<file path="src/rtl/core/sfrc_pkg.sv">
package sfrc_pkg;

    // Frame parser phases
    typedef enum logic [2:0] {
        PH_HUNT    = 3'd0,
        PH_LEN     = 3'd1,
        PH_SRC     = 3'd2,
        PH_HDR     = 3'd3,
        PH_PAYLOAD = 3'd4,
        PH_CSUM    = 3'd5
    } phase_t;

    // Header codes of host replies
    localparam logic [7:0] HDR_ACK = 8'd0;
    localparam logic [7:0] HDR_NAK = 8'd5;

    // Frame status codes
    localparam logic [2:0] ST_ACK    = 3'd0;
    localparam logic [2:0] ST_NAK    = 3'd1;
    localparam logic [2:0] ST_OTHER  = 3'd2;
    localparam logic [2:0] ST_BADSUM = 3'd3;
    localparam logic [2:0] ST_DEVICE = 3'd4;

    // Configuration register indexes
    localparam logic [1:0] CFG_DEVICE_ADDR   = 2'd0;
    localparam logic [1:0] CFG_HOST_ADDR     = 2'd1;
    localparam logic [1:0] CFG_EXPECTED_ACKS = 2'd2;

    // Register reset values
    localparam logic [7:0] DEVICE_ADDR_RST   = 8'd40;
    localparam logic [7:0] HOST_ADDR_RST     = 8'd1;
    localparam logic [7:0] EXPECTED_ACKS_RST = 8'd9;

    localparam logic [7:0] ACK_MAX = 8'hFF;

endpackage

</file>
<file path="src/rtl/core/serial_frame_receiver_checksum.sv">
// Serial frame receiver with 8-bit additive checksum.
// Input channel: one received byte (rx_byte) per transaction, in_valid/in_stall.
// The block hunts for a byte equal to device_addr or host_addr, then parses
// destination, length, source, header, payload bytes and the checksum byte.
// Output channel: one transaction per finished frame (on the checksum byte),
// carrying frame_status, header_code, payload_len, ack_total and all_acked.
// Every other byte produces no output transaction.
// Throughput: one byte per cycle while in_stall is low; the per-byte parser
// update is a single 8-bit add and compare between the state registers and
// the output register. The result is registered and appears on out_valid in
// the cycle after the checksum byte is accepted.
// When the output is stalled with a result pending, in_stall is raised in the
// same cycle, so no byte is taken until the result leaves; the held result
// does not change. A result that is taken in a cycle frees the input at once.
// Reset (rst_n low, asynchronous) puts the parser in hunting, clears the
// ACK counter and done flag, and loads the configuration reset values.
// Configuration writes (cfg_we, cfg_index, cfg_data) are registered on clk.
module serial_frame_receiver_checksum
    import sfrc_pkg::*;
(
    input  logic       clk,
    input  logic       rst_n,
    // configuration write port
    input  logic       cfg_we,
    input  logic [1:0] cfg_index,
    input  logic [7:0] cfg_data,
    // input channel
    input  logic       in_valid,
    output logic       in_stall,
    input  logic [7:0] rx_byte,
    // output channel
    output logic       out_valid,
    input  logic       out_stall,
    output logic [2:0] frame_status,
    output logic [7:0] header_code,
    output logic [7:0] payload_len,
    output logic [7:0] ack_total,
    output logic       all_acked
);

    logic [7:0] device_addr_reg;
    logic [7:0] host_addr_reg;
    logic [7:0] expected_acks_reg;

    phase_t     phase_reg,       phase_next;
    logic [7:0] bytes_left_reg,  bytes_left_next;
    logic [7:0] sum_reg,         sum_next;
    logic       to_host_reg,     to_host_next;
    logic [7:0] length_reg,      length_next;
    logic [7:0] header_reg,      header_next;
    logic [7:0] ack_cnt_reg,     ack_cnt_next;
    logic       done_reg,        done_next;

    logic       out_valid_reg,   out_valid_next;
    logic [2:0] status_reg,      status_next;
    logic [7:0] hdr_out_reg,     hdr_out_next;
    logic [7:0] len_out_reg,     len_out_next;
    logic [7:0] ack_out_reg,     ack_out_next;
    logic       done_out_reg,    done_out_next;

    logic       in_accept;
    logic       out_taken;
    logic [7:0] sum_add;
    logic       addr_hit;
    logic [7:0] ack_inc;

    // Handshake
    assign in_stall  = out_valid_reg && out_stall;
    assign in_accept = in_valid && !in_stall;
    assign out_taken = out_valid_reg && !out_stall;

    assign sum_add  = sum_reg + rx_byte;
    assign addr_hit = (rx_byte == host_addr_reg) || (rx_byte == device_addr_reg);
    assign ack_inc  = (ack_cnt_reg != ACK_MAX) ? ack_cnt_reg + 8'd1 : ack_cnt_reg;

    // Configuration registers
    always_ff @(posedge clk or negedge rst_n)
    begin
        if (!rst_n)
        begin
            device_addr_reg   <= DEVICE_ADDR_RST;
            host_addr_reg     <= HOST_ADDR_RST;
            expected_acks_reg <= EXPECTED_ACKS_RST;
        end
        else if (cfg_we)
        begin
            unique case (cfg_index)
                CFG_DEVICE_ADDR:   device_addr_reg   <= cfg_data;
                CFG_HOST_ADDR:     host_addr_reg     <= cfg_data;
                CFG_EXPECTED_ACKS: expected_acks_reg <= cfg_data;
                default:           ;
            endcase
        end
    end

    // Next phase
    always_comb
    begin
        phase_next = phase_reg;
        if (in_accept)
        begin
            unique case (phase_reg)
                PH_LEN:     phase_next = PH_SRC;
                PH_SRC:     phase_next = PH_HDR;
                PH_HDR:     phase_next = (bytes_left_reg == 8'd0) ? PH_CSUM : PH_PAYLOAD;
                PH_PAYLOAD: phase_next = (bytes_left_reg == 8'd1) ? PH_CSUM : PH_PAYLOAD;
                PH_CSUM:    phase_next = PH_HUNT;
                default:    phase_next = addr_hit ? PH_LEN : PH_HUNT;
            endcase
        end
    end

    // Frame datapath and result
    always_comb
    begin
        bytes_left_next = bytes_left_reg;
        sum_next        = sum_reg;
        to_host_next    = to_host_reg;
        length_next     = length_reg;
        header_next     = header_reg;
        ack_cnt_next    = ack_cnt_reg;
        done_next       = done_reg;

        out_valid_next  = out_taken ? 1'b0 : out_valid_reg;
        status_next     = status_reg;
        hdr_out_next    = hdr_out_reg;
        len_out_next    = len_out_reg;
        ack_out_next    = ack_out_reg;
        done_out_next   = done_out_reg;

        if (in_accept)
        begin
            unique case (phase_reg)
                PH_LEN:
                begin
                    length_next     = rx_byte;
                    bytes_left_next = rx_byte;
                    sum_next        = sum_add;
                end
                PH_SRC:
                begin
                    sum_next = sum_add;
                end
                PH_HDR:
                begin
                    header_next = rx_byte;
                    sum_next    = sum_add;
                end
                PH_PAYLOAD:
                begin
                    sum_next        = sum_add;
                    bytes_left_next = bytes_left_reg - 8'd1;
                end
                PH_CSUM:
                begin
                    sum_next = sum_add;
                    priority if (sum_add != 8'd0)
                        status_next = ST_BADSUM;
                    else if (!to_host_reg)
                        status_next = ST_DEVICE;
                    else if (header_reg == HDR_ACK)
                    begin
                        status_next  = ST_ACK;
                        ack_cnt_next = ack_inc;
                        if (ack_inc == expected_acks_reg)
                            done_next = 1'b1;
                    end
                    else if (header_reg == HDR_NAK)
                        status_next = ST_NAK;
                    else
                        status_next = ST_OTHER;
                    out_valid_next = 1'b1;
                    hdr_out_next   = header_reg;
                    len_out_next   = length_reg;
                    ack_out_next   = ack_cnt_next;
                    done_out_next  = done_next;
                end
                default:
                begin
                    // hunting: a matching address byte opens a frame
                    if (addr_hit)
                    begin
                        to_host_next    = (rx_byte == host_addr_reg);
                        sum_next        = rx_byte;
                        bytes_left_next = 8'd0;
                    end
                end
            endcase
        end
    end

    // State and output registers
    always_ff @(posedge clk or negedge rst_n)
    begin
        if (!rst_n)
        begin
            phase_reg      <= PH_HUNT;
            bytes_left_reg <= 8'd0;
            sum_reg        <= 8'd0;
            to_host_reg    <= 1'b0;
            length_reg     <= 8'd0;
            header_reg     <= 8'd0;
            ack_cnt_reg    <= 8'd0;
            done_reg       <= 1'b0;
            out_valid_reg  <= 1'b0;
        end
        else
        begin
            phase_reg      <= phase_next;
            bytes_left_reg <= bytes_left_next;
            sum_reg        <= sum_next;
            to_host_reg    <= to_host_next;
            length_reg     <= length_next;
            header_reg     <= header_next;
            ack_cnt_reg    <= ack_cnt_next;
            done_reg       <= done_next;
            out_valid_reg  <= out_valid_next;
        end
    end

    // Result payload, no reset needed
    always_ff @(posedge clk)
    begin
        status_reg   <= status_next;
        hdr_out_reg  <= hdr_out_next;
        len_out_reg  <= len_out_next;
        ack_out_reg  <= ack_out_next;
        done_out_reg <= done_out_next;
    end

    assign out_valid    = out_valid_reg;
    assign frame_status = status_reg;
    assign header_code  = hdr_out_reg;
    assign payload_len  = len_out_reg;
    assign ack_total    = ack_out_reg;
    assign all_acked    = done_out_reg;

endmodule
</file>
<file path="config.mk">
export PLATFORM = sky130hd
export DESIGN_NAME = serial_frame_receiver_checksum
export DESIGN_NICKNAME = d
export VERILOG_FILES = /design/src/rtl/core/sfrc_pkg.sv /design/src/rtl/core/serial_frame_receiver_checksum.sv
export SDC_FILE = /design/constraint.sdc
export NUM_CORES = 1
export LEC_CHECK = 0
export ABC_CLOCK_PERIOD_IN_PS = 3700
export BUFFER_PORTS_ARGS = -buffer_cell sky130_fd_sc_hd__buf_2
export CORE_UTILIZATION = 40
export CTS_CLUSTER_DIAMETER = 200
export DETAILED_ROUTE_END_ITERATION = 10
export HOLD_SLACK_MARGIN = 0.15
export PLACE_DENSITY = 0.62
export SLEW_MARGIN = 0
export SYNTH_ARGS = -nofsm -noshare
export SYNTH_HDL_FRONTEND = slang
export SYNTH_SLANG_ARGS = --single-unit
export TNS_END_PERCENT = 100
</file>
<file path="constraint.sdc">
create_clock -name clk -period 3.7 [get_ports clk]
set_input_delay 0.37 -clock clk [delete_from_list [all_inputs] [get_ports clk]]
set_output_delay 0.37 -clock clk [all_outputs]
set_load 0.02 [all_outputs]
</file>
# Word level (Yosys, flattened, before mapping)
# Index checks and enable logic that the tools add are counted.
[totals]
inputBits = 23
out_inout_bits = 30
elab_cells = 80
regBits = 98
[classes]
n_eq_ne = 13
addsub = 3
reduce_logical = 23
bitwise = 2
n_mux = 22
[ops]
columns = ["cell", "n"]
rows = [
  ["two-way mux 8 bit", 7],
  ["equality test 8 bit", 3],
  ["case mux 8 bit (3 select lines)", 1],
  ["logical NOT 8 bit", 2],
  ["case mux 3 bit (5 select lines)", 1],
  ["AND reduction 2 bit", 7],
  ["two-way mux 1 bit", 10],
  ["adder 8 x 1 -> 8 bit (second input constant)", 1],
  ["adder 8 bit", 1],
  ["equality test 8 x 1 -> 1 bit (second input constant)", 1],
  ["equality test 8 x 3 -> 1 bit (second input constant)", 1],
  ["!= test 8 bit (second input constant)", 1],
  ["nonzero test 8 bit", 1],
  ["subtractor 8 x 1 -> 8 bit (second input constant)", 1],
  ["equality test 3 x 2 -> 1 bit (second input constant)", 2],
  ["equality test 3 bit (second input constant)", 2],
  ["AND reduction 3 bit", 2],
  ["OR reduction 5 bit", 1],
  ["two-way mux 2 bit", 2],
  ["equality test 3 x 1 -> 1 bit (second input constant)", 1],
  ["logical AND 1 bit", 3],
  ["two-way mux 3 bit", 1],
  ["nonzero test 3 bit", 1],
  ["OR reduction 3 bit", 1],
  ["other kinds (7)", 9],
]

# Depth between registers and ports, before layout
[logic_depth]
word_depth = 7
mapped_depth = 11
mapped_depth_nobuf = 10

# Worst setup path before layout
# No wires, ideal clock.
[synth_timing]
path_type = "input -> register"
startpoint = "input port rx_byte[0]"
endpoint = "register ack_out_reg[1], in the netlist ack_total[1] (data pin)"
required_time_ps = 3440
stages = 10
arrival_time_ps = 2451
setup_time_ps = 260
path_buffers = 0
setup_slack_ps = 989
cell_sequence = "ha_1 inv_1 fa_1 nor2b_1 o22ai_1 xnor2_1 nor4_4 nand4_4 nor3_2 mux2_2"
[synth_between]
elab_chain_len = 3
[synth_lines]
columns = ["element", "line", "rtl"]
rows = [
  ["start, declared", "serial_frame_receiver_checksum.sv:30", "input logic [7:0] rx_byte,"],
  ["adder 8 bit", "serial_frame_receiver_checksum.sv:72", "assign sum_add = sum_reg + rx_byte;"],
  ["nonzero test 8 bit", "serial_frame_receiver_checksum.sv:157", "priority if (sum_add != 8'd0)"],
  ["two-way mux 8 bit", "serial_frame_receiver_checksum.sv:157", ""],
  ["end signal, assigned", "serial_frame_receiver_checksum.sv:227", "ack_out_reg <= ack_out_next;"],
  ["end, declared", "serial_frame_receiver_checksum.sv:58", "logic [7:0] ack_out_reg, ack_out_next;"],
]
# Every way passes these cells.
# A chain may end at the register's enable or synchronous reset.

# Worst setup path after layout
[layout_timing]
startpoint = "register sum_reg[0]"
endpoint = "register ack_cnt_reg[1]"
[layout_between]
elab_chain_len = 3
[layout_lines]
columns = ["element", "line", "rtl"]
rows = [
  ["start, declared", "serial_frame_receiver_checksum.sv:47", "logic [7:0] sum_reg, sum_next;"],
  ["start signal, assigned", "serial_frame_receiver_checksum.sv:211", "sum_reg <= sum_next;"],
  ["adder 8 bit", "serial_frame_receiver_checksum.sv:72", ""],
  ["nonzero test 8 bit", "serial_frame_receiver_checksum.sv:157", ""],
  ["two-way mux 8 bit", "serial_frame_receiver_checksum.sv:157", ""],
  ["end signal, assigned", "serial_frame_receiver_checksum.sv:215", "ack_cnt_reg <= ack_cnt_next;"],
  ["end, declared", "serial_frame_receiver_checksum.sv:51", "logic [7:0] ack_cnt_reg, ack_cnt_next;"],
]
# Every way passes these cells.

==> flow_summary.json <==
{
  "run_status": "complete, no violations",
  "sequential_to_total_area_share_from_yosys_stat_pct": 51.63,
  "synth_fp_nets": 473,
  "synth_top_family_by_area": "simple AND/OR/NAND/NOR gates",
  "worst_setup_path_end_kind": "flip-flop",
  "worstSetupStartpointType": "flip-flop",
  "post_cts.repair.setup_buffers": 0,
  "grt_overflow_total": 0,
  "synthXorXnorAreaFrac_pct": 6.438,
  "simple_gate_fraction_of_synth_area_pct": 15.14,
  "synth.area.top_cells": "sky130_fd_sc_hd__dfrtp_1, sky130_fd_sc_hd__edfxtp_1, sky130_fd_sc_hd__mux2_2",
  "final_antenna_net_count": 0,
  "internal-power_uw": 2416,
  "core_util_final_pct": 47.44,
  "r2r_cells": 10,
  "remaining_drc_errors": 0,
  "area_share_of_fa_ha_maj_cells_after_synthesis_pct": 2.883,
  "clock_skew_ns": 0.01087,
  "clk_latency_ns": 0.35,
  "yosysWarningCount": 0,
  "areal_power_density_over_the_cells_mw_per_mm2": 651.9,
  "grt_antenna_before_repair": 0,
  "multi_input_comb_area_mm2": 0.002287,
  "comb_power_share_pct": 32.9,
  "via_per_inst": 5.312,
  "io-pin-count": 53,
  "place.detailed.hpwl_um": 7695,
  "dp_slack_ns": 0.4071,
  "timing.critical_path.arrival_ns": 3.25,
  "syn-cell-area_mm2": 0.005034,
  "num_vias": 3527,
  "number_of_detailed_routing_iterations_run_before_antenna_repair": 5,
  "nNetsFinal": 525,
  "critical_path_class": "flip-flop to flip-flop",
  "grt_max_degree": 32,
  "min_path_type": "primary input to flip-flop",
  "area_growth_pct": 14.62,
  "htree_num_levels": 3,
  "global_route.usage.total_pct": 17.64,
  "finalHoldViolations": 0,
  "critical_path.max_fanout": 15,
  "clk_pin_slew_worst_paths_ns": 0.08,
  "hold-path-cell-count": 2,
  "cts.sink_count": 98,
  "fp-row-count": 40,
  "worst_max_slew_margin_expressed_relative_to_the_limit_pct": 33.77,
  "synth_ff_type": "sky130_fd_sc_hd__dfrtp_1",
  "synth.most_common_cell": "sky130_fd_sc_hd__dfrtp_1",
  "setup_slack_ns": 0.6776,
  "final_period_minus_worst_setup_slack_ns": 3.022,
  "cellLeakagePower_uw": 0.002418,
  "synth.avg_cell_area_um2": 11.47,
  "grt_first_pass_wirelength_um": 17780,
  "irDropWorstVdd_mv": 0.2280,
  "fillCellCount": 1136,
  "setup_tns_ns": 0,
  "floorplan.die_area_mm2": 0.01304,
  "rrSetupSlack_ns": 0.68,
  "critPathRequiredTime_ns": 3.93,
  "worst_margin_pin_slew_ns": 0.9891,
  "globalplace.congestion": 0.8630,
  "area_fraction_of_the_dominant_cell_type_after_synthesis_pct": 32.31,
  "grt_pass1_vias": 3441,
  "cts_made_buffers": 9,
  "cap_violations": 0,
  "design.core.area_mm2": 0.01216,
  "cts-root-to-sink-buffers": 2,
  "chipHeight_um": 114.2,
  "total_switching_power_uw": 1345,
  "synthMuxAreaShare_pct": 11.04,
  "numPortBuffers": 52,
  "power.share.switching_pct": 35.76,
  "routed_len_inst_um": 15.92,
  "max_freq_mhz": 330.9,
  "sequential_fraction_of_design_power_pct": 42.5,
  "clock_group_share_of_total_power_pct": 24.5,
  "timing.final.setup_violations": 0,
  "totalWireLength_um": 10570,
  "ctsResizeCount": 0,
  "final.period_utilization_pct": 81.69,
  "slew_violations": 0,
  "synth_compound_gate_area_share_pct": 9.943,
  "async_reset_ff_share_pct": 71.43,
  "synthesis.instances": 439,
  "iteration_0_drc_count_of_the_detailed_router": 270,
  "grt_setup_unrepaired": "no",
  "cts_tree": "yes",
  "post_synthesis_register_bit_count": 98,
  "post_synth_num_cell_types": 61,
  "edff_count_synth": 28,
  "ff_latch_area_mm2": 0.002599,
  "cts_root_buf": "sky130_fd_sc_hd__clkbuf_16",
  "inserted_diodes": 0,
  "synth_common_cells": "sky130_fd_sc_hd__dfrtp_1, sky130_fd_sc_hd__mux2_2, sky130_fd_sc_hd__nor2_1",
  "layout-drive-gt1-share_pct": 28.02,
  "initial_utilization_pct": 41.39,
  "die_width_um": 114.2,
  "post-synth-top-area-cell": "sky130_fd_sc_hd__dfrtp_1"
}
worst max-delay path: stages (launching register included):
cell and delay (ns):
sky130_fd_sc_hd__dfrtp_1 0.35, sky130_fd_sc_hd__ha_1 0.18, sky130_fd_sc_hd__inv_1 0.06, sky130_fd_sc_hd__fa_1 0.40, sky130_fd_sc_hd__nor2b_1 0.18, sky130_fd_sc_hd__o22ai_1 0.12
sky130_fd_sc_hd__xnor2_1 0.19, sky130_fd_sc_hd__nor4_4 0.33, sky130_fd_sc_hd__nand4_4 0.29, sky130_fd_sc_hd__nor4_2 0.41, sky130_fd_sc_hd__mux2_2 0.38
cell type report:
| cell class | instances | share of cell area [%] |
|---|---|---|
| timing repair buffer | 59 | 5.465 |
| multi-input combinational | 306 | 39.64 |
| sequential | 98 | 45.04 |
| inverter | 17 | 1.106 |
| tap | 168 | 3.643 |
| clock inverter | 6 | 0.9542 |
| clock buffer | 10 | 4.142 |
logic make-up after synthesis:
| logic type | Yosys count |
|---|---|
| buffers and inverters | 35 |
| and+or+nand+nor | 134 |
| adders and majority gates | 11 |
| AOI/OAI and AO/OA | 74 |
| xor gates and xnor gates | 37 |
| DFF | 98 |
| muxes | 50 |
final timing paths:
check | start | to
hold / removal | cfg_data[3] | host_addr_reg[3]$_DFFE_PN0P_
max in group asynchronous | rst_n | device_addr_reg[3]$_DFFE_PN1P_
setup reg to reg | sum_reg[0]$_DFFE_PN0P_ | ack_cnt_reg[1]$_DFFE_PN0P_
setup / recovery | sum_reg[0]$_DFFE_PN0P_ | ack_cnt_reg[1]$_DFFE_PN0P_
hold reg to reg | length_reg[0]$_DFFE_PN0P_ | payload_len[0]$_DFFE_PP_
min in group asynchronous | rst_n | expected_acks_reg[7]$_DFFE_PN0P_
power by group through the flow:
stage | clock (uW) | combinational [uW] | sequential [uW]
2_1_floorplan | 0 | 1000 | 1560
3_3_place_gp | 0 | 1200 | 1610
3_5_place_dp | 0 | 1230 | 1620
4_1_cts | 947 | 1240 | 1600
5_1_grt | 995 | 1380 | 1640
6_report | 923 | 1240 | 1600
cell usage in the layout (no fill, tap or decap), drive strengths merged, types with 4 or more instances in the layout:
master | synthesis | layout
dfrtp | 65 | 65
nand3 | 13 | 13
a21o | 4 | 4
ha | 10 | 10
and3 | 6 | 6
nand2 | 29 | 29
mux2i | 6 | 6
mux2 | 44 | 44
a31oi | 5 | 5
xnor2 | 10 | 10
o21ai | 22 | 22
xor2 | 27 | 27
inv | 17 | 21
nor4 | 13 | 13
buf | 3 | 58
a21oi | 13 | 13
nor3 | 13 | 13
o211ai | 5 | 5
clkbuf | 15 | 10
edfxtp | 28 | 28
nor2 | 35 | 35
dfstp | 5 | 5
nand4 | 4 | 4
o31ai | 4 | 4
metal layers:
| metal | up-vias | global-route usage [%] | share of wire (%) |
|---|---|---|---|
| met2 | 102 | 27.88 | 46 |
| met4 | 0 | 5.455 | 1.1 |
| met1 | 1712 | 24.47 | 48 |
| li1 | 1705 | - | - |
| met5 | - | 0 | 0 |
| met3 | 8 | 3.494 | 4.5 |
stage by stage:
step	instance area [um2]	std cells	hold slack, ns	total power (uW)
after CTS	5769	664	0.2944	3784
after floorplan	5034	439	0.07441	2559
final	5769	664	0.2958	3761
after global routing	5769	664	0.2939	4012
after detailed placement	5465	647	0.2475	2851
after global placement	5465	647	0.2473	2809
what timing repair did:
action                                  CTS  global route
endpoints found under the setup margin    0             0
hold endpoints to repair                  8             0
hold buffers                              1             0
(Power assumes the default switching activity.)
